### config.mk
export PLATFORM = sky130hd
export DESIGN_NAME = mfb_alu
export DESIGN_NICKNAME = d
export VERILOG_FILES = /design/src/rtl/mfb_pkg.sv /design/src/rtl/mfb_alu.sv
export SDC_FILE = /design/constraint.sdc
export NUM_CORES = 1
export LEC_CHECK = 0
export ABC_CLOCK_PERIOD_IN_PS = 4600
export BUFFER_PORTS_ARGS = -buffer_cell sky130_fd_sc_hd__buf_2
export CORE_UTILIZATION = 50
export DETAILED_ROUTE_END_ITERATION = 12
export PLACE_DENSITY_LB_ADDON = 0.15
export SYNTH_ARGS = -nofsm -noshare
export SYNTH_HDL_FRONTEND = slang
export SYNTH_SLANG_ARGS = --single-unit
### constraint.sdc
create_clock -name vclk -period 4.6
set_clock_uncertainty 0.1 [all_clocks]
set_input_delay 0 -clock vclk [all_inputs]
set_output_delay 0 -clock vclk [all_outputs]
set_load 0.03 [all_outputs]
### src/rtl/mfb_pkg.sv
// Shared package for the monochrome frame buffer blitter.
// Geometry constants, command and raster-op codes, request/result and ALU structs.
// No dependencies.
`timescale 1ns / 1ps
`default_nettype none

package mfb_pkg;

	// frame geometry
	localparam int WIDTH     = 400;
	localparam int HEIGHT    = 240;
	localparam int ROW_BYTES = (WIDTH + 7) / 8;
	localparam int DEPTH     = HEIGHT * ROW_BYTES;
	localparam int ADDR_W    = $clog2(DEPTH);
	localparam int ROW_W     = (HEIGHT > 1) ? $clog2(HEIGHT) : 1;
	localparam int COL_W     = $clog2(ROW_BYTES);
	localparam int XW        = 10;   // holds WIDTH itself
	localparam int MAX_RUN   = 24;

	// commands
	localparam logic [1:0] CMD_BLIT  = 2'd0;
	localparam logic [1:0] CMD_READ  = 2'd1;
	localparam logic [1:0] CMD_TAKE  = 2'd2;
	localparam logic [1:0] CMD_CLEAR = 2'd3;

	// raster ops
	localparam logic [1:0] ROP_OR   = 2'd0;
	localparam logic [1:0] ROP_XOR  = 2'd1;
	localparam logic [1:0] ROP_ANDN = 2'd2;
	localparam logic [1:0] ROP_BAD  = 2'd3;

	typedef struct packed {
		logic [1:0]  cmd;
		logic [8:0]  x;
		logic [7:0]  y;
		logic [4:0]  run_length;
		logic [23:0] pattern;
		logic [1:0]  raster_op;
		logic        solid_fill;
	} req_t;

	typedef struct packed {
		logic accepted;
		logic pixel;
		logic row_dirty;
	} rsp_t;

	typedef struct packed {
		logic [ADDR_W-1:0] a;
		logic [ADDR_W-1:0] b;
		logic [1:0]        rop;
		logic [7:0]        mem_byte;
		logic [7:0]        src_byte;
	} alu_in_t;

	typedef struct packed {
		logic [ADDR_W-1:0] sum;
		logic [7:0]        new_byte;
	} alu_out_t;

endpackage

`default_nettype wire

### src/rtl/mfb_alu.sv
// Shared arithmetic unit: one address adder and one byte raster-op combiner.
// Depends on mfb_pkg.
`timescale 1ns / 1ps
`default_nettype none

module mfb_alu
	import mfb_pkg::*;
(
	input  alu_in_t  ain,
	output alu_out_t aout
);

	always_comb begin
		aout.sum = ain.a + ain.b;
		case (ain.rop)
			ROP_OR:   aout.new_byte = ain.mem_byte | ain.src_byte;
			ROP_XOR:  aout.new_byte = ain.mem_byte ^ ain.src_byte;
			ROP_ANDN: aout.new_byte = ain.mem_byte & ~ain.src_byte;
			default:  aout.new_byte = ain.mem_byte;
		endcase
	end

endmodule

`default_nettype wire

; ---- Word-level counts from Yosys, hierarchy flattened
; Index checks and enable logic that the tools add are counted.
[op_classes]
n_reduce_logical = 1
n_eq_ne = 2
n_bitwise = 4
add_sub_neg = 1
muxes = 1
[ops]
columns = operator, count
row1 = 8-bit case mux with 3 select lines, 1
row2 = 14-bit adder, 1
row3 = 8-bit bitwise AND, 1
row4 = 8-bit NOT, 1
row5 = 8-bit OR, 1
row6 = 8-bit bitwise XOR, 1
row7 = 2-bit by 1-bit equality test with 1-bit output (second input constant), 1
row8 = 2-bit equality test (second input constant), 1
row9 = 2-bit zero test, 1
[word_totals]
in_bits = 46
wordCells = 9
ff_bits = 0
out_inout_bits = 22

; ---- Logic depth before layout (Yosys ltp)
; Gate-level depths: netlist of run 1.
[logic_depth]
word_depth = 3
mapped_depth = 8
mapped_depth_nobuf = 8

; ---- Worst setup path before layout of run 1
; Ideal clock, no wire load.
[synth_timing]
kind = input-to-output
start = input port ain[22] in the netlist's numbering
end = output port aout[21] in the netlist's numbering
t_arrival_ns = 1.810
stages = 6
setup_slack_ns = 2.690
required_time_ns = 4.500
cell_sequence = ha_1 -> a21o_1 -> a31o_2 -> o21ai_1 -> nand2_1 -> o311ai_1
[synth_lines]
columns = element, line
row1 = start: declaration, mfb_alu.sv:9  ; input alu_in_t ain,
row2 = end: declaration, mfb_alu.sv:10  ; output alu_out_t aout

==> results.toml, run 1 <==
[run_status]
status = "finished, final reports clean"

[yosys]
yosysSeqAreaShare_pct = 0
synth.distinct_cells = 31
synth_cells = 130
avgSynthCellArea_um2 = 8.57
synth_area_um2 = 1110
synth_fp_nets = 206
yosys_warnings = 0

[routing]
drtAntennaViolNets = 0
route.vias.total = 1158
dr.pass1.iters = 4
drt_iter0_drc = 6
detail_route.wl_per_cell_um = 11.5
viasPerCell = 5.19
drc_errors = 0
wl_mm = 2.57

[power]
power_w = 0.000245
pwr_density_cell_nw_per_um2 = 166
vdd_ir_drop_max_uv = 130
power.static_leakage_nw = 0.856

[floorplanning]
start_util_pct = 55.1
die_x_um = 49.2
die_h_um = 49.2
rows = 16
dieArea_um2 = 2420
core_area_um2 = 2020
io_pins = 68

[run]
drv_cap = 0

[timing]
period_share_pct = 42.6
tightest_slew_ps = 337
maxSlewHeadroom_pct = 77.4
drv_slew = 0
rsz0062_at_grt = "false"
hold_viol = 0
min_period_ps = 1960
fin_setup_tns_ps = 0
final_critical_path_setup_slack_ps = 2640
fmax_ghz = 0.510
setup_violations = 0

[layout]
area_delta_synth_final_pct = 32.9
layout_commonest_cell = "buf_2"
antenna_cells = 0
seqCellArea_um2 = 0
fill_cells = 174
final_core_util_pct = 73.2
layout-drive-gt1-share_pct = 41.3
final_nets = 274
clock_buffers = 0
fin_area_um2 = 1480
multiInputGateArea_um2 = 1000
mostFrequentLayoutCells = "buf_2 (68), ha_1 (29), inv_1 (28)"
nFlopsAndLatches = 0

[cts]
cts_resized = 0
cts_hold_buf = 0
cts_setup_buffers = 0

[placed_design]
dp_hpwl_mm = 2.36
port-buffer-count = 68
preCtsSetupSlack_ps = 2630
gp_congestion = 0.822
place_area_um2 = 1480

[worst_setup_path]
arrival_ps = 1860
end_kind = "primary output"
worst-path-max-fanout = 3
start_kind = "input port"
crit_start = "ain[18]"
worstSetupPathType = "in -> out"
cp.required_ps = 4500

[grt]
antenna_found_initial = 0
grt_pass1_wl_mm = 4.08
grt_max_degree = 9
grt_pass1_vias = 1098
grt.overflow.total = 0
globalRouteTotalUtil_pct = 20.9

[min_path]
hold_class = "in -> out"
hp-start = "ain[32]"
metrics by stage:
stage / cells / hold WS [ps]
after floorplan: 130 / 159
after global placement: 223 / 259
after detailed placement: 223 / 266
after CTS: 223 / 266
after global routing: 223 / 292
final: 223 / 262
path summary, 6_finish.rpt:
path / to / cells past startpoint / slack (ps)
setup / recovery: aout[18] / 10 / 2640
hold / removal: aout[8] / 3 / 260
power breakdown:
| part | total (W) | switching [W] | internal, W |
|---|---|---|---|
| clock | 0 | 0 | 0 |
| sequential | 0 | 0 | 0 |
| combinational | 0.000245 | 0.000148 | 0.0000971 |
| total | 0.000245 | 0.000148 | 0.0000971 |
cell type report:
cell class	count	area share (%)
Tap cell	27	2.28
Inverter	28	7.10
Timing Repair Buffer	68	23.0
Multi-Input combinational cell	100	67.6
layer usage:
layer	part of all wire [%]	vias up	GRT usage, %
li1	-	594	-
met1	39	516	20.8
met2	53	44	45.2
met3	6.6	4	1.87
met4	1.5	0	3.43
met5	0	-	0
cells by family (layout without fill, tap and decap cells):
| group | count (synthesis) | in the layout | synth area share, % |
|---|---|---|---|
| buffers and inverters | 30 | 96 | 10.1 |
| xor gates and xnor gates | 13 | 13 | 10.2 |
| and+or+nand+nor | 24 | 24 | 10.9 |
| muxes | 8 | 8 | 16.2 |
| adders and majority gates | 30 | 30 | 34.4 |
| AOI/OAI and AO/OA | 25 | 25 | 18.2 |
synth_stat cells (all sizes together):
cell type | number | area [um^2]
and4 | 1 | 8.76
nor3 | 3 | 15.0
o211ai | 1 | 7.51
a31o | 1 | 8.76
o41ai | 1 | 16.3
fa | 1 | 20.0
o311ai | 1 | 8.76
o21ai | 2 | 10.0
nor2 | 8 | 30.0
o221ai | 1 | 8.76
inv | 28 | 105
nand2 | 3 | 11.3
nand3 | 2 | 10.0
o21a | 1 | 7.51
and2 | 1 | 8.76
a21o | 4 | 30.0
a21oi | 7 | 35.0
o311a | 1 | 21.3
a2111o | 2 | 22.5
mux4 | 8 | 180
or2 | 1 | 6.26
o2111a | 1 | 11.3
a31oi | 1 | 6.26
xor2 | 3 | 26.3
and3 | 2 | 12.5
xnor2 | 10 | 87.6
nor2b | 3 | 18.8
a211o | 1 | 8.76
ha | 29 | 363
clkbuf | 2 | 7.51
critical path: stages:
cell and delay, ps:
buf_2 100, ha_1 190, inv_1 60, fa_1 200
nor2b_1 70, o2111a_1 250, o311a_4 330, o41ai_2 300
xnor2_1 140, buf_2 210
(Power assumes the default switching activity.)
==> inputs of run 2 (changes only) <==
--- a/config.mk
+++ b/config.mk
@@ -5,9 +5,10 @@
 export SDC_FILE = /design/constraint.sdc
 export NUM_CORES = 1
 export LEC_CHECK = 0
-export ABC_CLOCK_PERIOD_IN_PS = 4600
+export ABC_CLOCK_PERIOD_IN_PS = 1700
 export BUFFER_PORTS_ARGS = -buffer_cell sky130_fd_sc_hd__buf_2
-export CORE_UTILIZATION = 50
+export CORE_ASPECT_RATIO = 1.75
+export CORE_UTILIZATION = 42
 export DETAILED_ROUTE_END_ITERATION = 12
 export PLACE_DENSITY_LB_ADDON = 0.15
 export SYNTH_ARGS = -nofsm -noshare
==> constraint.sdc (replaced) <==
create_clock -name vclk -period 1.7
set_clock_uncertainty 0.1 [all_clocks]
set_input_delay 0 -clock vclk [all_inputs]
set_output_delay 0 -clock vclk [all_outputs]
set_load 0.03 [all_outputs]
==> results.toml, run 2 (synthesis results as in run 1) <==
[run_status]
status = "finished, violations left"
violations = "setup timing"

[worst_setup_path]
start_kind = "input port"
arrival_ps = 1800
critPathSlowestCell = "o41ai_4"
critPathMaxStageDelay_ps = 340
worstPathCellList = "buf_6, ha_4, inv_2, fa_2, nor2b_2, o2111a_1, o311a_4, o41ai_4, xnor2_2, buf_6"
worstSetupPathType = "in -> out"
worst-path-max-fanout = 3
cp_common_cell = "buf_6"
cp.required_ps = 1600
end_kind = "primary output"

[layout]
layout-drive-gt1-share_pct = 55.8
layout_commonest_cell = "buf_2"
final_nets = 293
mostFrequentLayoutCells = "buf_2 (59), inv_1 (27), ha_1 (23)"
antenna_cells = 0
clock_buffers = 0
seqCellArea_um2 = 0
fill_cells = 202
nFlopsAndLatches = 0
area_delta_synth_final_pct = 66.9

[grt]
antenna_found_initial = 0
grt.overflow.total = 0
grt_pass1_vias = 1209
globalRouteTotalUtil_pct = 20.2
grt_max_degree = 9
grt_pass1_wl_mm = 4.40

[floorplanning]
core_area_um2 = 2490
rows = 24
die_h_um = 70.1
start_util_pct = 44.7
dieArea_um2 = 2870
io_pins = 68
die_x_um = 40.9

[routing]
route.vias.total = 1259
wl_mm = 2.94
drt_iter0_drc = 8
viasPerCell = 5.22
met3_length_um = 134
drc_errors = 0
wl_met2_mm = 1.81
wl_met1_um = 971
detail_route.wl_per_cell_um = 12.2
dr.pass1.iters = 4
drtAntennaViolNets = 0
dr.max_layer_used = "met4"

[placed_design]
preCtsSetupSlack_ps = -368
dp_hpwl_mm = 2.45
gp_congestion = 0.869
port-buffer-count = 68

[min_path]
hold-path-cell-count = 3
hp-start = "ain[32]"
hold_end = "aout[8]"
hold_class = "in -> out"

[timing]
period_share_pct = 112
hold_viol = 0
fin_setup_tns_ps = -403
setup_violations = 3
min_period_ps = 1900
final_critical_path_setup_slack_ps = -196
tightest_slew_ps = 328
drv_slew = 0
rsz0062_at_grt = "true"
fmax_ghz = 0.527
maxSlewHeadroom_pct = 78.0

[run]
drv_cap = 0

[power]
power.static_leakage_nw = 0.997
vdd_ir_drop_max_uv = 390
pwr_density_cell_nw_per_um2 = 448
[run 2: cell count changes in the layout (fill, tap and decap cells not counted), sizes merged]
cell,change
buf,+19
[run 2: layer usage]
layer / global-route usage [%] / up-vias
met5: 0 / -
met4: 1.85 / 0
met3: 0.635 / 3
met2: 42.9 / 44
met1: 18.0 / 581
li1: - / 631
[run 2: power by group]
part	internal (W)	leakage, nW	switching, W
combinational	0.000378	0.997	0.000455
clock	0	0	0
sequential	0	0	0
total	0.000378	0.997	0.000455
[run 2: area by class of cell]
class	instances	area [um^2]	area share (%)
Inverter	28	105	5.66
Multi-Input combinational cell	100	1190	64.0
Tap cell	26	32.5	1.75
Timing Repair Buffer	87	532	28.6
[run 2: how the worst max path moves through the flow]
stage | startpoint | end | slack (ps) | depth (start not counted)
final | ain[18] | aout[18] | -200 | 10
after global routing | ain[18] | aout[18] | -260 | 10
after CTS | ain[32] | aout[18] | -200 | 10
after detailed placement | ain[18] | aout[18] | -370 | 10
after global placement | ain[18] | aout[18] | -320 | 10
after floorplan | ain[18] | aout[18] | -40 | 8
[run 2: stage by stage]
stage	util (%)	total power [W]	instances	hold slack [ps]	area [um^2]
after global placement	65.7	0.000711	239	262	1640
after CTS	69.3	0.000784	239	262	1730
after global routing	74.5	0.000902	241	275	1860
after detailed placement	65.7	0.000734	239	279	1640
after floorplan	-	0.000498	130	159	1140
final	74.5	0.000833	241	259	1860
[run 2: repair_timing]
| action | CTS | global route |
|---|---|---|
| endpoints found under the setup margin | 7 | 7 |
| hold buffers | 0 | 0 |
| pin swaps | 9 | 15 |
| resized for setup | 18 | 19 |
| buffers inserted | 0 | 2 |
[run 2: critical path: cells and delay by family]
family                   cells  cell delay (ps)
AO/OA/AOI/OAI                3              920
XOR/XNOR                     1              150
adder cells (fa/ha/maj)      2              360
buffers and inverters        3              300
AND/OR/NAND/NOR              1               60
==> inputs of run 3 (changes only) <==
--- a/config.mk
+++ b/config.mk
@@ -7,10 +7,12 @@
 export LEC_CHECK = 0
 export ABC_CLOCK_PERIOD_IN_PS = 1700
 export BUFFER_PORTS_ARGS = -buffer_cell sky130_fd_sc_hd__buf_2
+export CELL_PAD_IN_SITES_DETAIL_PLACEMENT = 0
+export CELL_PAD_IN_SITES_GLOBAL_PLACEMENT = 2
 export CORE_ASPECT_RATIO = 1.75
-export CORE_UTILIZATION = 42
+export CORE_UTILIZATION = 22
 export DETAILED_ROUTE_END_ITERATION = 12
-export PLACE_DENSITY_LB_ADDON = 0.15
+export PLACE_DENSITY = 0.88
 export SYNTH_ARGS = -nofsm -noshare
 export SYNTH_HDL_FRONTEND = slang
 export SYNTH_SLANG_ARGS = --single-unit
==> results.toml, run 3 (synthesis results as in run 1) <==
[layout]
layout.cells.non_filler = 272
clock_buffers = 0
area_delta_synth_final_pct = 71.8
antenna_cells = 0
seqCellArea_um2 = 0
final_core_util_pct = 39.9
nFlopsAndLatches = 0
layout-drive-gt1-share_pct = 56.8
mostFrequentLayoutCells = "buf_2 (58), inv_1 (27), buf_4 (26)"
final_nets = 298
layout_commonest_cell = "buf_2"

[placed_design]
dp.cells = 267
gp_congestion = 0.728
port-buffer-count = 68
preCtsSetupSlack_ps = -335
dp_hpwl_mm = 2.71

[grt]
grt_max_degree = 9
antenna_found_initial = 0
globalRouteTotalUtil_pct = 11.8
grt_pass1_vias = 1373
grt_pass1_wl_mm = 5.24
grt.overflow.total = 0

[worst_setup_path]
arrival_ps = 1810
worstSetupPathType = "in -> out"
cp_common_cell = "buf_6"
critPathMaxStageDelay_ps = 350
end_kind = "primary output"
critPathSlowestCell = "o311a_4"
start_kind = "input port"
worstPathCellList = "buf_6, ha_4, inv_2, fa_2, nor2b_2, o2111a_1, o311a_4, o41ai_4, xnor2_2, buf_6"
cp.required_ps = 1600
worst-path-max-fanout = 3

[min_path]
hold_class = "in -> out"

[floorplanning]
io_pins = 68
rows = 33
dieArea_um2 = 5360
core_area_um2 = 4790
start_util_pct = 23.2
die_h_um = 96.1
die_x_um = 55.8

[power]
vdd_ir_drop_max_uv = 265
p_clk_share_pct = 0
p_switching_w = 0.000463
sequentialPowerShare_pct = 0
p_int_w = 0.000391
power.static_leakage_nw = 1.03
pwr_density_cell_nw_per_um2 = 446
sw_frac_of_total_pct = 54.2
power_w = 0.000854
power_frac_comb_pct = 100.0

[run_status]
violations = "setup timing"
status = "finished, violations left"

[timing]
min_period_ps = 1910
setup_violations = 4
maxSlewHeadroom_pct = 80.0
period_share_pct = 113
drv_slew = 0
hold_viol = 0
rsz0062_at_grt = "true"
fmax_ghz = 0.522
final_critical_path_setup_slack_ps = -215
tightest_slew_ps = 298

[routing]
drtAntennaViolNets = 0
detail_route.wl_per_cell_um = 12.0
viasPerCell = 4.75
drt_iter0_drc = 15
dr.pass1.iters = 4
drc_errors = 0
wl_mm = 3.27
route.vias.total = 1293

[cts]
cts_hold_buf = 0

[run]
drv_cap = 0
-- run 3: cell count changes in the layout (fill, tap and decap cells not counted), sizes merged --
cell and change:
buf +4, clkbuf +1
-- run 3: final cells by class --
cell class         instances  area (um^2)
inverters                 28          105
fillers                  494         2880
multi-input cells        100         1170
well taps                 52         65.1
repair buffers            92          572
-- run 3: timing repair --
item                                   4_1_cts  5_1_grt
cloned                                       0        0
endpoints found under the hold margin        0        0
buffers inserted                             3        2
gates resized for setup                     26       12
pin swaps                                   11       12
setup endpoints to repair                    7        8
-- run 3: critical path, delay by kind of cell --
kind	cells	cell delay, ps
adders and majority gates	2	360
xor gates and xnor gates	1	150
AOI/OAI and AO/OA	3	950
buffers and inverters	3	300
and+or+nand+nor	1	50
-- run 3: metal layers --
metal | wire length, um | vias up | GRT usage [%]
li1 | - | 641 | -
met1 | 977 | 585 | 8.94
met2 | 2040 | 61 | 29.3
met3 | 179 | 6 | 0.672
met4 | 78 | 0 | 2.50
met5 | 0 | - | 0
-- run 3: path summary, 6_finish.rpt --
path | slack [ps] | start | end | cells after the start
worst max-delay path | -210 | ain[32] | aout[18] | 10
worst min-delay path | 270 | ain[18] | aout[8] | 3
-- run 3: metrics by stage --
| step | hold slack (ps) | instance area, um^2 | TNS (ps) |
|---|---|---|---|
| floorplan | 159 | 1140 | -71.0 |
| global placement | 262 | 1680 | -1230 |
| detailed placement | 269 | 1680 | -1230 |
| CTS | 259 | 1830 | -430 |
| global route | 281 | 1910 | -760 |
| finish | 267 | 1910 | -459 |
-- run 3: power groups by stage --
stage	logic, W	clock network, W	registers [W]
global placement	0.000736	0	0
CTS	0.000818	0	0
floorplan	0.000498	0	0
finish	0.000854	0	0
detailed placement	0.000742	0	0
global route	0.000923	0	0
